$ cat src/sv/wbps_pkg.sv
`timescale 1ns / 1ps
`default_nettype none

package wbps_pkg;

    localparam int NUM_PATTERN_BYTES = 16;
    localparam int APB_DATA_W = 64;
    localparam int APB_ADDR_W = 6;
    localparam int REG_SEL_W = 3;

    localparam logic [REG_SEL_W-1:0] REG_PATTERN_LOW  = 3'd0;
    localparam logic [REG_SEL_W-1:0] REG_PATTERN_HIGH = 3'd1;
    localparam logic [REG_SEL_W-1:0] REG_CARE_MASK    = 3'd2;
    localparam logic [REG_SEL_W-1:0] REG_PATTERN_LEN  = 3'd3;
    localparam logic [REG_SEL_W-1:0] REG_BASE_ADDRESS = 3'd4;

    typedef struct packed {
        logic rd_ok;
        logic byte_ok;
    } cell_stat_t;

endpackage

`default_nettype wire

$ cat src/sv/wbps_byte_if.sv
`timescale 1ns / 1ps
`default_nettype none

interface wbps_byte_if;
    logic       valid;
    logic       ready;
    logic [7:0] data_byte;
    logic       readable;
    logic       region_end;

    modport source (output valid, output data_byte, output readable, output region_end,
                    input ready);
    modport sink (input valid, input data_byte, input readable, input region_end,
                  output ready);
endinterface

`default_nettype wire

$ cat src/sv/wbps_result_if.sv
`timescale 1ns / 1ps
`default_nettype none

interface wbps_result_if;
    logic        valid;
    logic        ready;
    logic        found;
    logic [63:0] match_address;

    modport source (output valid, output found, output match_address, input ready);
    modport sink (input valid, input found, input match_address, output ready);
endinterface

`default_nettype wire

$ cat src/sv/wildcard_byte_pattern_scanner_core.sv
// Wildcard byte pattern scanner.
// The byte_stream channel carries one byte of a memory region per request, with a
// readable flag and a region_end flag on the last byte. The result channel carries
// at most one request per region: found with the address of the first matching
// window, or found = 0 with address 0 when the region ends without a match.
// Pattern, care mask, length and base address are to be written over the APB port
// while the scanner is idle; the block itself does not enforce this. pready is
// always high and reads return the register value. A row of MAX_PATTERN cells
// holds the byte window; each cell compares its byte with the pattern byte at its
// position, and the row's results are combined in the same cycle, so one byte can be
// taken every cycle. A result is registered and shown in the cycle after its byte.
// While a result waits and the receiver stalls, byte_stream.ready is low; otherwise
// a byte is taken in every cycle, also in the cycle in which a result is taken.
// Bytes after a match are taken and dropped until the end of the region.
// Reset clears the window, the region counters and the registers (length to one).
`timescale 1ns / 1ps
`default_nettype none

module wildcard_byte_pattern_scanner_core #(
    parameter int MAX_PATTERN = 16
) (
    input  wire logic                              clk,
    input  wire logic                              rst_n,
    wbps_byte_if.sink                              byte_stream,
    wbps_result_if.source                          result,
    input  wire logic                              psel,
    input  wire logic                              penable,
    input  wire logic                              pwrite,
    input  wire logic [wbps_pkg::APB_ADDR_W-1:0]   paddr,
    input  wire logic [wbps_pkg::APB_DATA_W-1:0]   pwdata,
    output logic [wbps_pkg::APB_DATA_W-1:0]        prdata,
    output logic                                   pready
);

    localparam int LEN_W = (MAX_PATTERN < 2) ? 1 : $clog2(MAX_PATTERN + 1);

    logic [63:0] pattern_low_reg;
    logic [63:0] pattern_high_reg;
    logic [15:0] care_mask_reg;
    logic [4:0]  pattern_len_reg;
    logic [63:0] base_address_reg;

    logic [wbps_pkg::REG_SEL_W-1:0] reg_sel;
    logic                           cfg_write;

    logic [63:0]      bytes_seen_reg;
    logic [63:0]      bytes_seen_next;
    logic [LEN_W-1:0] skip_count_reg;
    logic [LEN_W-1:0] skip_count_next;
    logic             match_done_reg;
    logic             match_done_next;

    logic             out_valid_reg;
    logic             out_valid_next;
    logic             found_reg;
    logic             found_next;
    logic [63:0]      addr_reg;
    logic [63:0]      addr_next;

    logic [LEN_W-1:0] used_len;
    logic [63:0]      seen_inc;
    logic             in_acc;
    logic             process;
    logic             clear;
    logic             window_full;
    logic             all_rd;
    logic             all_byte;
    logic             hit;
    logic             emit;

    logic [7:0]                pat_bytes [wbps_pkg::NUM_PATTERN_BYTES];
    logic [7:0]                win_byte [MAX_PATTERN];
    logic                      win_rd [MAX_PATTERN];
    wbps_pkg::cell_stat_t      stat [MAX_PATTERN];
    logic [MAX_PATTERN-1:0]    rd_vec;
    logic [MAX_PATTERN-1:0]    byte_vec;

    // Configuration port.
    assign reg_sel = paddr[wbps_pkg::APB_ADDR_W-1:3];
    assign cfg_write = psel && penable && pwrite;
    assign pready = 1'b1;

    always_ff @(posedge clk or negedge rst_n)
    begin
        if (!rst_n)
        begin
            pattern_low_reg <= 64'd0;
            pattern_high_reg <= 64'd0;
            care_mask_reg <= 16'd0;
            pattern_len_reg <= 5'd1;
            base_address_reg <= 64'd0;
        end
        else if (cfg_write)
        begin
            case (reg_sel)
                wbps_pkg::REG_PATTERN_LOW:  pattern_low_reg <= pwdata;
                wbps_pkg::REG_PATTERN_HIGH: pattern_high_reg <= pwdata;
                wbps_pkg::REG_CARE_MASK:    care_mask_reg <= pwdata[15:0];
                wbps_pkg::REG_PATTERN_LEN:  pattern_len_reg <= pwdata[4:0];
                wbps_pkg::REG_BASE_ADDRESS: base_address_reg <= pwdata;
                default: ;
            endcase
        end
    end

    always_comb
    begin
        case (reg_sel)
            wbps_pkg::REG_PATTERN_LOW:  prdata = pattern_low_reg;
            wbps_pkg::REG_PATTERN_HIGH: prdata = pattern_high_reg;
            wbps_pkg::REG_CARE_MASK:    prdata = {48'd0, care_mask_reg};
            wbps_pkg::REG_PATTERN_LEN:  prdata = {59'd0, pattern_len_reg};
            wbps_pkg::REG_BASE_ADDRESS: prdata = base_address_reg;
            default:                    prdata = 64'd0;
        endcase
    end

    // A length of zero counts as one, and lengths above the window are clipped.
    always_comb
    begin
        if (pattern_len_reg == 5'd0)
        begin
            used_len = LEN_W'(1);
        end
        else if (32'(pattern_len_reg) > 32'(MAX_PATTERN))
        begin
            used_len = LEN_W'(MAX_PATTERN);
        end
        else
        begin
            used_len = LEN_W'(pattern_len_reg);
        end
    end

    always_comb
    begin
        for (int i = 0; i < wbps_pkg::NUM_PATTERN_BYTES; i++)
        begin
            if (i < 8)
            begin
                pat_bytes[i] = pattern_low_reg[8*i +: 8];
            end
            else
            begin
                pat_bytes[i] = pattern_high_reg[8*(i-8) +: 8];
            end
        end
    end

    assign in_acc = byte_stream.valid && byte_stream.ready;
    assign process = in_acc && !match_done_reg;
    assign clear = in_acc && byte_stream.region_end;

    // Cell g holds the byte that is g places older than the newest one.
    for (genvar g = 0; g < MAX_PATTERN; g++)
    begin : g_cell
        logic [LEN_W-1:0] pos;
        logic             active;
        logic [7:0]       want;
        logic             must_match;
        logic [7:0]       byte_in;
        logic             rd_in;

        always_comb
        begin
            pos = used_len - LEN_W'(1) - LEN_W'(g);
            active = 32'(used_len) > 32'(g);
            want = 8'd0;
            must_match = 1'b0;
            if (32'(pos) < 32'(wbps_pkg::NUM_PATTERN_BYTES))
            begin
                want = pat_bytes[4'(pos)];
                must_match = care_mask_reg[4'(pos)];
            end
        end

        if (g == 0)
        begin : g_head
            assign byte_in = byte_stream.data_byte;
            assign rd_in = byte_stream.readable;
        end
        else
        begin : g_link
            assign byte_in = win_byte[g-1];
            assign rd_in = win_rd[g-1];
        end

        wbps_cell u_cell (
            .clk        (clk),
            .rst_n      (rst_n),
            .shift_en   (process),
            .clear      (clear),
            .active     (active),
            .byte_in    (byte_in),
            .rd_in      (rd_in),
            .want       (want),
            .must_match (must_match),
            .byte_q     (win_byte[g]),
            .rd_q       (win_rd[g]),
            .stat       (stat[g])
        );

        assign rd_vec[g] = stat[g].rd_ok;
        assign byte_vec[g] = stat[g].byte_ok;
    end

    assign all_rd = &rd_vec;
    assign all_byte = &byte_vec;

    assign seen_inc = (bytes_seen_reg == '1) ? bytes_seen_reg : bytes_seen_reg + 64'd1;
    assign window_full = seen_inc >= 64'(used_len);

    always_comb
    begin
        hit = 1'b0;
        bytes_seen_next = bytes_seen_reg;
        skip_count_next = skip_count_reg;
        match_done_next = match_done_reg;
        if (process)
        begin
            bytes_seen_next = seen_inc;
            if (window_full)
            begin
                if (skip_count_reg != '0)
                begin
                    skip_count_next = skip_count_reg - LEN_W'(1);
                end
                else if (!all_rd)
                begin
                    skip_count_next = used_len - LEN_W'(1);
                end
                else
                begin
                    hit = all_byte;
                end
            end
            if (hit)
            begin
                match_done_next = 1'b1;
            end
        end
        if (clear)
        begin
            bytes_seen_next = 64'd0;
            skip_count_next = '0;
            match_done_next = 1'b0;
        end
    end

    assign emit = process && (hit || byte_stream.region_end);

    always_comb
    begin
        out_valid_next = out_valid_reg;
        found_next = found_reg;
        addr_next = addr_reg;
        if (emit)
        begin
            out_valid_next = 1'b1;
            found_next = hit;
            addr_next = hit ? (base_address_reg + seen_inc - 64'(used_len)) : 64'd0;
        end
        else if (result.ready)
        begin
            out_valid_next = 1'b0;
        end
    end

    always_ff @(posedge clk or negedge rst_n)
    begin
        if (!rst_n)
        begin
            bytes_seen_reg <= 64'd0;
            skip_count_reg <= '0;
            match_done_reg <= 1'b0;
            out_valid_reg <= 1'b0;
        end
        else
        begin
            bytes_seen_reg <= bytes_seen_next;
            skip_count_reg <= skip_count_next;
            match_done_reg <= match_done_next;
            out_valid_reg <= out_valid_next;
        end
    end

    always_ff @(posedge clk)
    begin
        found_reg <= found_next;
        addr_reg <= addr_next;
    end

    assign byte_stream.ready = !out_valid_reg || result.ready;
    assign result.valid = out_valid_reg;
    assign result.found = found_reg;
    assign result.match_address = addr_reg;

    // A not-found result always carries a zero address.
    a_notfound_zero: assert property (@(posedge clk) disable iff (!rst_n)
        (out_valid_reg && !found_reg) |-> (addr_reg == 64'd0))
        else $error("not-found result with a nonzero address");

    // Bytes after a match produce no result until the region ends.
    a_quiet_after_match: assert property (@(posedge clk) disable iff (!rst_n)
        (in_acc && match_done_reg && !byte_stream.region_end) |=> !out_valid_reg)
        else $error("result produced after a match in the same region");

    // The last byte of a region leaves the region state cleared.
    a_region_clear: assert property (@(posedge clk) disable iff (!rst_n)
        clear |=> (bytes_seen_reg == 64'd0 && skip_count_reg == '0 && !match_done_reg))
        else $error("region state not cleared at region end");

    // A held result blocks new bytes.
    a_stall_blocks: assert property (@(posedge clk) disable iff (!rst_n)
        (out_valid_reg && !result.ready) |-> !byte_stream.ready)
        else $error("byte taken while a result is stalled");

endmodule

`default_nettype wire

$ cat src/sv/wbps_cell.sv
`timescale 1ns / 1ps
`default_nettype none

module wbps_cell (
    input  wire logic                clk,
    input  wire logic                rst_n,
    input  wire logic                shift_en,
    input  wire logic                clear,
    input  wire logic                active,
    input  wire logic [7:0]          byte_in,
    input  wire logic                rd_in,
    input  wire logic [7:0]          want,
    input  wire logic                must_match,
    output logic [7:0]               byte_q,
    output logic                     rd_q,
    output wbps_pkg::cell_stat_t     stat
);

    logic [7:0] byte_reg;
    logic [7:0] byte_next;
    logic       rd_reg;
    logic       rd_next;

    always_comb
    begin
        byte_next = byte_reg;
        rd_next = rd_reg;
        if (clear)
        begin
            byte_next = 8'd0;
            rd_next = 1'b0;
        end
        else if (shift_en)
        begin
            byte_next = byte_in;
            rd_next = rd_in;
        end
    end

    always_ff @(posedge clk or negedge rst_n)
    begin
        if (!rst_n)
        begin
            byte_reg <= 8'd0;
            rd_reg <= 1'b0;
        end
        else
        begin
            byte_reg <= byte_next;
            rd_reg <= rd_next;
        end
    end

    // The check looks at the window as it stands after this request shifts in.
    assign stat.rd_ok = !active || rd_in;
    assign stat.byte_ok = !active || !must_match || (byte_in == want);

    assign byte_q = byte_reg;
    assign rd_q = rd_reg;

endmodule

`default_nettype wire
$ cat src/flat_wrapper.sv
// flat-port wrapper written by rule: the top's interface ports become plain ports
module wildcard_byte_pattern_scanner_core_flat 
#(
    parameter int MAX_PATTERN = 16
)
  (clk, rst_n, psel, penable, pwrite, paddr, pwdata, prdata, pready, byte_stream_valid, byte_stream_data_byte, byte_stream_readable, byte_stream_region_end, byte_stream_ready, result_valid, result_found, result_match_address, result_ready);
  wbps_byte_if byte_stream_i ();
  wbps_result_if result_i ();
  input  wire logic clk;
  input  wire logic rst_n;
  input  wire logic psel;
  input  wire logic penable;
  input  wire logic pwrite;
  input  wire logic [wbps_pkg::APB_ADDR_W-1:0] paddr;
  input  wire logic [wbps_pkg::APB_DATA_W-1:0] pwdata;
  output logic [wbps_pkg::APB_DATA_W-1:0] prdata;
  output logic pready;
  input wire logic [$bits(byte_stream_i.valid)-1:0] byte_stream_valid;
  input wire logic [$bits(byte_stream_i.data_byte)-1:0] byte_stream_data_byte;
  input wire logic [$bits(byte_stream_i.readable)-1:0] byte_stream_readable;
  input wire logic [$bits(byte_stream_i.region_end)-1:0] byte_stream_region_end;
  output wire logic [$bits(byte_stream_i.ready)-1:0] byte_stream_ready;
  output wire logic [$bits(result_i.valid)-1:0] result_valid;
  output wire logic [$bits(result_i.found)-1:0] result_found;
  output wire logic [$bits(result_i.match_address)-1:0] result_match_address;
  input wire logic [$bits(result_i.ready)-1:0] result_ready;
  assign byte_stream_i.valid = byte_stream_valid;
  assign byte_stream_i.data_byte = byte_stream_data_byte;
  assign byte_stream_i.readable = byte_stream_readable;
  assign byte_stream_i.region_end = byte_stream_region_end;
  assign byte_stream_ready = byte_stream_i.ready;
  assign result_valid = result_i.valid;
  assign result_found = result_i.found;
  assign result_match_address = result_i.match_address;
  assign result_i.ready = result_ready;
  wildcard_byte_pattern_scanner_core #(.MAX_PATTERN(MAX_PATTERN)) u_core (.clk(clk), .rst_n(rst_n), .byte_stream(byte_stream_i), .result(result_i), .psel(psel), .penable(penable), .pwrite(pwrite), .paddr(paddr), .pwdata(pwdata), .prdata(prdata), .pready(pready));
endmodule
$ cat config.mk
export PLATFORM = sky130hd
export DESIGN_NAME = wildcard_byte_pattern_scanner_core_flat
export DESIGN_NICKNAME = d
export VERILOG_FILES = /design/src/sv/wbps_pkg.sv /design/src/sv/wbps_byte_if.sv /design/src/sv/wbps_result_if.sv /design/src/sv/wildcard_byte_pattern_scanner_core.sv /design/src/sv/wbps_cell.sv /design/src/flat_wrapper.sv
export SDC_FILE = /design/constraint.sdc
export NUM_CORES = 1
export LEC_CHECK = 0
export BUFFER_PORTS_ARGS = -buffer_cell sky130_fd_sc_hd__buf_2
export CORE_ASPECT_RATIO = 2
export CORE_UTILIZATION = 45
export DETAILED_ROUTE_END_ITERATION = 16
export GPL_ROUTABILITY_DRIVEN = 1
export PLACE_DENSITY_LB_ADDON = 0.2
export SYNTH_ARGS = -nofsm -noshare
export SYNTH_HDL_FRONTEND = slang
export SYNTH_SLANG_ARGS = --single-unit
$ cat constraint.sdc
create_clock -name clk -period 10.3 [get_ports clk]
set_input_delay 2.06 -clock clk [delete_from_list [all_inputs] [get_ports clk]]
set_output_delay 2.06 -clock clk [all_outputs]
set_load 0.01 [all_outputs]
## After elaboration in Yosys (flattened, before gate mapping)

Index checks and enable logic that the tools add are counted.

| storage, ports and cells | value |
|---|---|
| register bits | 484 |
| input port bits | 87 |
| word-level logic and storage cells | 464 |

| cells by class | value |
|---|---|
| add/subtract/negate cells | 20 |
| order comparisons | 66 |
| equality and inequality tests | 22 |
| mux-type cells | 193 |
| bitwise logic cells | 16 |
| reductions and logical operators | 106 |

Operators with widths:

| operator | count |
|---|---|
| 8-bit 2-to-1 mux | 78 |
| 8-bit binary-select mux with 4-bit select | 16 |
| 64-bit one-hot mux with 5 select lines | 1 |
| 64-bit 2-to-1 mux | 3 |
| 8-bit equality test | 16 |
| 5-bit greater-or-equal comparator, second input constant | 16 |
| 4-bit by 5-bit < comparator with 1-bit output, second input constant | 16 |
| 5-bit < comparator, second input constant | 16 |
| 4-bit inverter with 5-bit output | 16 |
| 1-bit 2-to-1 mux | 72 |
| 64-bit by 1-bit adder with 64-bit output, second input constant | 1 |
| 64-bit adder | 1 |
| 1-bit binary-select mux with 4-bit select | 16 |
| 64-bit equality test, second input constant | 1 |
| 64-bit by 5-bit greater-or-equal comparator with 1-bit output | 1 |
| 64-bit by 5-bit subtractor with 64-bit output | 1 |
| 1-bit logical OR | 50 |
| 5-bit by 4-bit greater-than comparator with 1-bit output, second input constant | 8 |
| 5-bit by 4-bit subtractor with 5-bit output, second input constant | 8 |
| 5-bit 2-to-1 mux | 7 |
| 1-bit zero test | 34 |
| 16-bit AND reduction | 2 |
| 5-bit by 3-bit greater-than comparator with 1-bit output, second input constant | 4 |
| 5-bit by 3-bit subtractor with 5-bit output, second input constant | 4 |
| other kinds (16) | 35 |

## Logic depth before layout (Yosys ltp)

| depth | value |
|---|---|
| depth in word-level cells | 21 |
| depth in mapped cells | 26 |

## Cells and area by module

A second synthesis with hierarchy kept.

| unflattened totals | value |
|---|---|
| cells, all modules | 4,036 |
| area total of the unflattened synthesis | 37,277.0 um^2 |

By module, submodules not included:

| module | instances | cells each | area an instance (um^2) | sequential area each (um^2) |
|---|---|---|---|---|
| wildcard_byte_pattern_scanner_core | 1 | 3,380 | 29,829.9 | 9,059.9 |
| wbps_cell | 16 | 41 | 465.4 | 225.2 |

## Worst setup path before layout

Ideal clock, no wire load.

| timing path | value |
|---|---|
| path type | register -> register |
| start | reg u_core.pattern_len_reg[0] |
| end | reg u_core.found_reg, in the netlist u_core.result.found (enable) |
| data arrival time | 6,619 ps |
| data required time | 9,870 ps |
| setup slack | 3,251 ps |
| stages on the path, launching flop included | 23 |
| buffers on the path | 9 |
| clock period less this slack | 7,049 ps |
| cells stage by stage | dfstp_2 > nor2b_1 > clkbuf_1 > nor2_2 > buf_2 > clkbuf_1 > clkbuf_1 > ha_1 > clkbuf_1 > clkbuf_1 > buf_1 > clkbuf_1 > mux4_2 > a22oi_1 > nand2_1 > xor2_1 > nor4_1 > a21oi_1 > nor3_1 > nand4_1 > buf_2 > o31ai_1 > and2_1 |

| on the way | value |
|---|---|
| longest elaborated chain between the ends | 20 |
| elaborated cells between the ends (all ways) | 286 |

Ends and longest elaborated chain:

| item | line | text |
|---|---|---|
| from (decl) | wildcard_byte_pattern_scanner_core.sv:40 | `logic [4:0] pattern_len_reg;` |
| from (signal assigned) | wildcard_byte_pattern_scanner_core.sv:99 | `wbps_pkg::REG_PATTERN_LEN: pattern_len_reg <= pwdata[4:0];` |
| 5-bit greater-than comparator | wildcard_byte_pattern_scanner_core.sv:125 | `else if (32'(pattern_len_reg) > 32'(MAX_PATTERN))` |
| 5-bit 2-to-1 mux | wildcard_byte_pattern_scanner_core.sv:125 |  |
| 5-bit 2-to-1 mux * | wildcard_byte_pattern_scanner_core.sv:121 | `if (pattern_len_reg == 5'd0)` |
| 5-bit by 1-bit subtractor with 5-bit output | wildcard_byte_pattern_scanner_core.sv:166 | `pos = used_len - LEN_W'(1) - LEN_W'(g);` |
| 5-bit by 1-bit subtractor with 5-bit output, or another cell as far along | wildcard_byte_pattern_scanner_core.sv:166 |  |
| 4-bit inverter with 5-bit output (not written as such) | wildcard_byte_pattern_scanner_core.sv:172 | `want = pat_bytes[4'(pos)];` |
| 8-bit binary-select mux with 4-bit select | wildcard_byte_pattern_scanner_core.sv:172 |  |
| 8-bit 2-to-1 mux (not written as such) (2 in a row) | wildcard_byte_pattern_scanner_core.sv:172 |  |
| [... 3 more ...] | - |  |
| 16-bit AND reduction | wildcard_byte_pattern_scanner_core.sv:208 | `assign all_byte = &byte_vec;` |
| 1-bit 2-to-1 mux | wildcard_byte_pattern_scanner_core.sv:228 | `else if (!all_rd)` |
| 1-bit 2-to-1 mux | wildcard_byte_pattern_scanner_core.sv:224 | `if (skip_count_reg != '0)` |
| 1-bit 2-to-1 mux * | wildcard_byte_pattern_scanner_core.sv:222 | `if (window_full)` |
| 1-bit 2-to-1 mux * (2 in a row) | wildcard_byte_pattern_scanner_core.sv:219 | `if (process)` |
| 1-bit logical OR * | wildcard_byte_pattern_scanner_core.sv:250 | `assign emit = process && (hit \|\| byte_stream.region_end);` |
| 1-bit logical AND * | wildcard_byte_pattern_scanner_core.sv:250 |  |
| net u_core.emit | wildcard_byte_pattern_scanner_core.sv:69 | `logic emit;` |
| to (signal assigned) | wildcard_byte_pattern_scanner_core.sv:289 | `found_reg <= found_next;` |
| to (decl) | wildcard_byte_pattern_scanner_core.sv:55 | `logic found_reg;` |

The timed path passes the listed nets; every way through them passes the cells marked *. The select of a mux whose other input is x is not followed.
A chain may end at the register's enable or synchronous reset.

## Worst setup path in the final report

| timing path | value |
|---|---|
| start | reg u_core.bytes_seen_reg[0] |
| end | reg u_core.addr_reg[44], in the netlist u_core.result.match_address[44], data pin |

| on the way | value |
|---|---|
| longest elaborated chain between the ends | 6 |
| elaborated cells between the ends (all ways) | 9 |

Ends and longest elaborated chain:

| item | line | text |
|---|---|---|
| from (decl) | wildcard_byte_pattern_scanner_core.sv:46 | `logic [63:0] bytes_seen_reg;` |
| from (signal assigned) | wildcard_byte_pattern_scanner_core.sv:280 | `bytes_seen_reg <= bytes_seen_next;` |
| 64-bit by 1-bit adder with 64-bit output or 64-bit equality test (tied branches) | wildcard_byte_pattern_scanner_core.sv:210 | `assign seen_inc = (bytes_seen_reg == '1) ? bytes_seen_reg : bytes_seen_reg + 64'd1;` |
| 64-bit 2-to-1 mux * | wildcard_byte_pattern_scanner_core.sv:210 |  |
| parallel branches: the longest is 4 deep, another holds 64-bit adder | - |  |
| to (signal assigned) | wildcard_byte_pattern_scanner_core.sv:290 | `addr_reg <= addr_next;` |
| to (decl) | wildcard_byte_pattern_scanner_core.sv:57 | `logic [63:0] addr_reg;` |

Mark *: on every way between the ends. The select of a mux whose other input is x is not followed.

==> flow_metrics.py <==
metrics = {
    "place": {
        "io_buffers": 214,
        "dp_hpwl_um": 141900,
        "place.gp.congestion": 1.067,
        "dp_slack_ps": 2638,
    },
    "critical_path": {
        "crit_start": "u_core.bytes_seen_reg[0]$_DFFE_PN0P_",
        "slowest_stage": "a31oi_1",
        "cp-end-kind": "flop",
        "path_cells": "ha_1, and2_1, nand4_1, or4_1, nor2_1, nand2_1, nand2_1, xnor2_1, fa_1, ha_1, nor2b_1, o21ai_0, a21oi_1, a211o_1, nand3_1, o31ai_1, a31oi_1, o2111ai_1, a311oi_1, o21bai_1, xor2_1, and2_1",
        "crit_fanout": 12,
        "max_stage_delay_ps": 960,
        "critPathKind": "flop to flop",
        "r2r-start": "u_core.bytes_seen_reg[0]$_DFFE_PN0P_",
        "worstPathRequired_ps": 10700,
        "cp-start-kind": "flop",
        "arrival_ps": 8270,
    },
    "logic_synthesis": {
        "ys.warnings.count": 0,
        "synth_top_family_by_area": "multiplexers",
        "muxShareOfSynthArea_pct": 18.92,
        "avgSynthCellArea_um2": 9.191,
        "synth_cell_types": 102,
        "synth-xor-area-share_pct": 4.264,
        "synthSimpleGateAreaFrac_pct": 14.91,
        "synth_area_um2": 38000,
        "synth-compound-area-share_pct": 18.77,
        "synthFlopType": "dfrtp_1",
        "seq_area_frac_synth_pct": 32.74,
        "synth-seq-cells": 484,
        "synthesis.nets": 4357,
        "async_flop_share_pct": 86.57,
        "synth-adder-area-share_pct": 4.604,
        "postSynthCellCount": 4134,
        "synth_edf_count": 65,
    },
    "timing": {
        "hold_viol": 0,
        "timing.final.ws_setup_ps": 2434,
        "finClkSkew_ps": 41.51,
        "setup_viol": 0,
        "worst_pin_slew_ps": 1412,
        "rsz0062_at_grt": "no",
        "fmax_ghz": 0.1271,
        "slew_violations": 0,
        "setup_tns_ps": 0,
        "fin_crit_ps": 7866,
        "layout_worst_path_cycle_share_pct": 76.37,
        "relSlewSlack_pct": 5.547,
    },
    "power_and_ir_drop": {
        "p_leak_nw": 18.50,
        "peakVddDrop_mv": 0.1708,
        "p_per_area_nw_per_um2": 240.5,
    },
    "clock_tree": {
        "cts_buffers": 47,
        "clockRootBuffer": "clkbuf_16",
        "clk_pin_slew_worst_paths_ps": 70,
        "cts_tree": "built",
        "postCtsResizedCells": 0,
        "ctsHtreeMaxLevel": 2,
        "clk_path_buf_depth": 3,
        "post_cts_buffers": 0,
        "clkLatencyLatePin_ps": 660,
        "cts.sinks": 484,
        "cts_hold_buf": 0,
    },
    "detailed_routing": {
        "drt_drc_violations_left": 0,
        "vias_per_cell": 6.823,
        "postRouteAntennaNets": 0,
        "dr.pass1.iters": 5,
        "wl_um": 187100,
        "vias": 36250,
        "drtIter0Drc": 3339,
        "wl_per_cell_um": 35.21,
    },
    "final_layout": {
        "n_fill_cell": 8054,
        "largest_register_ffs": 120,
        "nNetsFinal": 4423,
        "area_delta_synth_final_pct": 10.11,
        "final_cell_mix": "dfrtp_1 (415), nand2_1 (317), mux2i_1 (299)",
        "final_common_cell": "dfrtp_1",
        "drive_gt1_share_pct": 18.83,
    },
    "min_path": {
        "hp-start": "u_core.g_cell[2].u_cell.byte_q[5]$_DFFE_PN0P_",
        "hp-class": "flop to flop",
    },
    "global_routing": {
        "grt_usage_pct": 43.76,
        "grt_pass1_wl_um": 266000,
        "antenna_found_initial": 19,
        "grt_pass1_vias": 35820,
        "grt_max_degree": 165,
        "overflow": 0,
    },
    "floorplan": {
        "die_h_um": 412.9,
        "core_region_area_um2": 83520,
        "pin_count": 219,
        "die_area_um2": 85670,
        "die_w_um": 207.5,
        "start_util_pct": 45.50,
        "num_rows": 150,
    },
    "run": {
        "drv_cap": 0,
    },
    "outcome": {
        "run_status": "complete, no violations",
    },
}
==> path summary, 6_finish.rpt <==
path                                                                 end  slack [ps]  cells past startpoint
min reg2reg                u_core.g_cell[2].u_cell.byte_q[5]$_DFFE_PN0P_         480                      2
max                        u_core.result.match_address[44]$_SDFFCE_PN0P_        2430                     22
max in group asynchronous        u_core.base_address_reg[52]$_DFFE_PN0P_        6650                      3
max reg2reg                u_core.result.match_address[44]$_SDFFCE_PN0P_        2430                     22
min                        u_core.g_cell[2].u_cell.byte_q[5]$_DFFE_PN0P_         480                      2
min in group asynchronous       u_core.g_cell[4].u_cell.rd_q$_DFFE_PN0P_        1400                      1
==> layout make-up <==
| type | instances | area [um^2] | area share, % |
|---|---|---|---|
| timing repair buffer | 315 | 1903 | 4.549 |
| clock buffer | 68 | 1459 | 3.487 |
| antenna | 12 | 30.03 | 0.07178 |
| multi-input combinational | 3116 | 23540 | 56.27 |
| tap | 1064 | 1331 | 3.182 |
| sequential | 484 | 12440 | 29.74 |
| inverter | 236 | 893.4 | 2.135 |
| clock inverter | 18 | 236.5 | 0.5652 |
==> power by group <==
part,switching [W],internal [W],leakage [nW]
Sequential,0.000431,0.00212,6.20
Clock,0.000856,0.00109,0.833
Combinational,0.00361,0.00195,11.5
==> critical path, delay by kind of cell, from the launching register on <==
| kind | cells | cell delay (ps) |
|---|---|---|
| AND/OR/NAND/NOR | 9 | 2660 |
| adder cells (fa/ha/maj) | 3 | 1020 |
| AO/OA/AOI/OAI | 8 | 3100 |
| flip-flops | 1 | 430 |
| XOR/XNOR | 2 | 380 |
==> cells in the mapped netlist, types with 65 or more instances <==
master    number  area (um^2)
inv_1        233        874.6
dfrtp_1      418        10460
a21oi_1      226         1131
ha_1         131         1639
mux2i_1      301         3013
nand2_1      318         1194
nand3_1       99        495.5
a22o_1       127         1112
edfxtp_1      65         1952
clkbuf_1     183        686.9
mux2_2       261         2939
o21ai_0      200         1001
nor2_1       279         1047
xor2_1        93        814.5
xnor2_1       92        805.8
==> through the flow <==
| stage | power, W | hold WS, ps | cell area [um^2] | cells | utilization, % |
|---|---|---|---|---|---|
| 2_1_floorplan | 0.005809 | 449.8 | 38000 | 4134 | - |
| 3_3_place_gp | 0.007770 | 465.2 | 40050 | 5212 | 47.95 |
| 3_5_place_dp | 0.007795 | 471.1 | 40050 | 5212 | 47.95 |
| 4_1_cts | 0.009746 | 484.8 | 41740 | 5298 | 49.98 |
| 5_1_grt | 0.01041 | 506.7 | 41820 | 5305 | 50.07 |
| 6_report | 0.01006 | 483.0 | 41840 | 5313 | 50.09 |
==> kinds of logic (layout without fill, tap and decap cells) <==
family                     Yosys count  count (layout)
xor gates and xnor gates           185             185
muxes                              617             617
other                                1              13
and+or+nand+nor                   1132            1132
buffers and inverters              534             637
DFF                                484             484
adders and majority gates          137             137
AOI/OAI and AO/OA                 1044            1044
==> layer usage <==
metal	wire length, um	share of wire (%)	GRT usage [%]
met2	88780	47	72.64
met4	25460	14	49.22
met3	13330	7.1	11.35
met1	59450	32	42.02
met5	49	0.026	0
(Power assumes the default switching activity.)
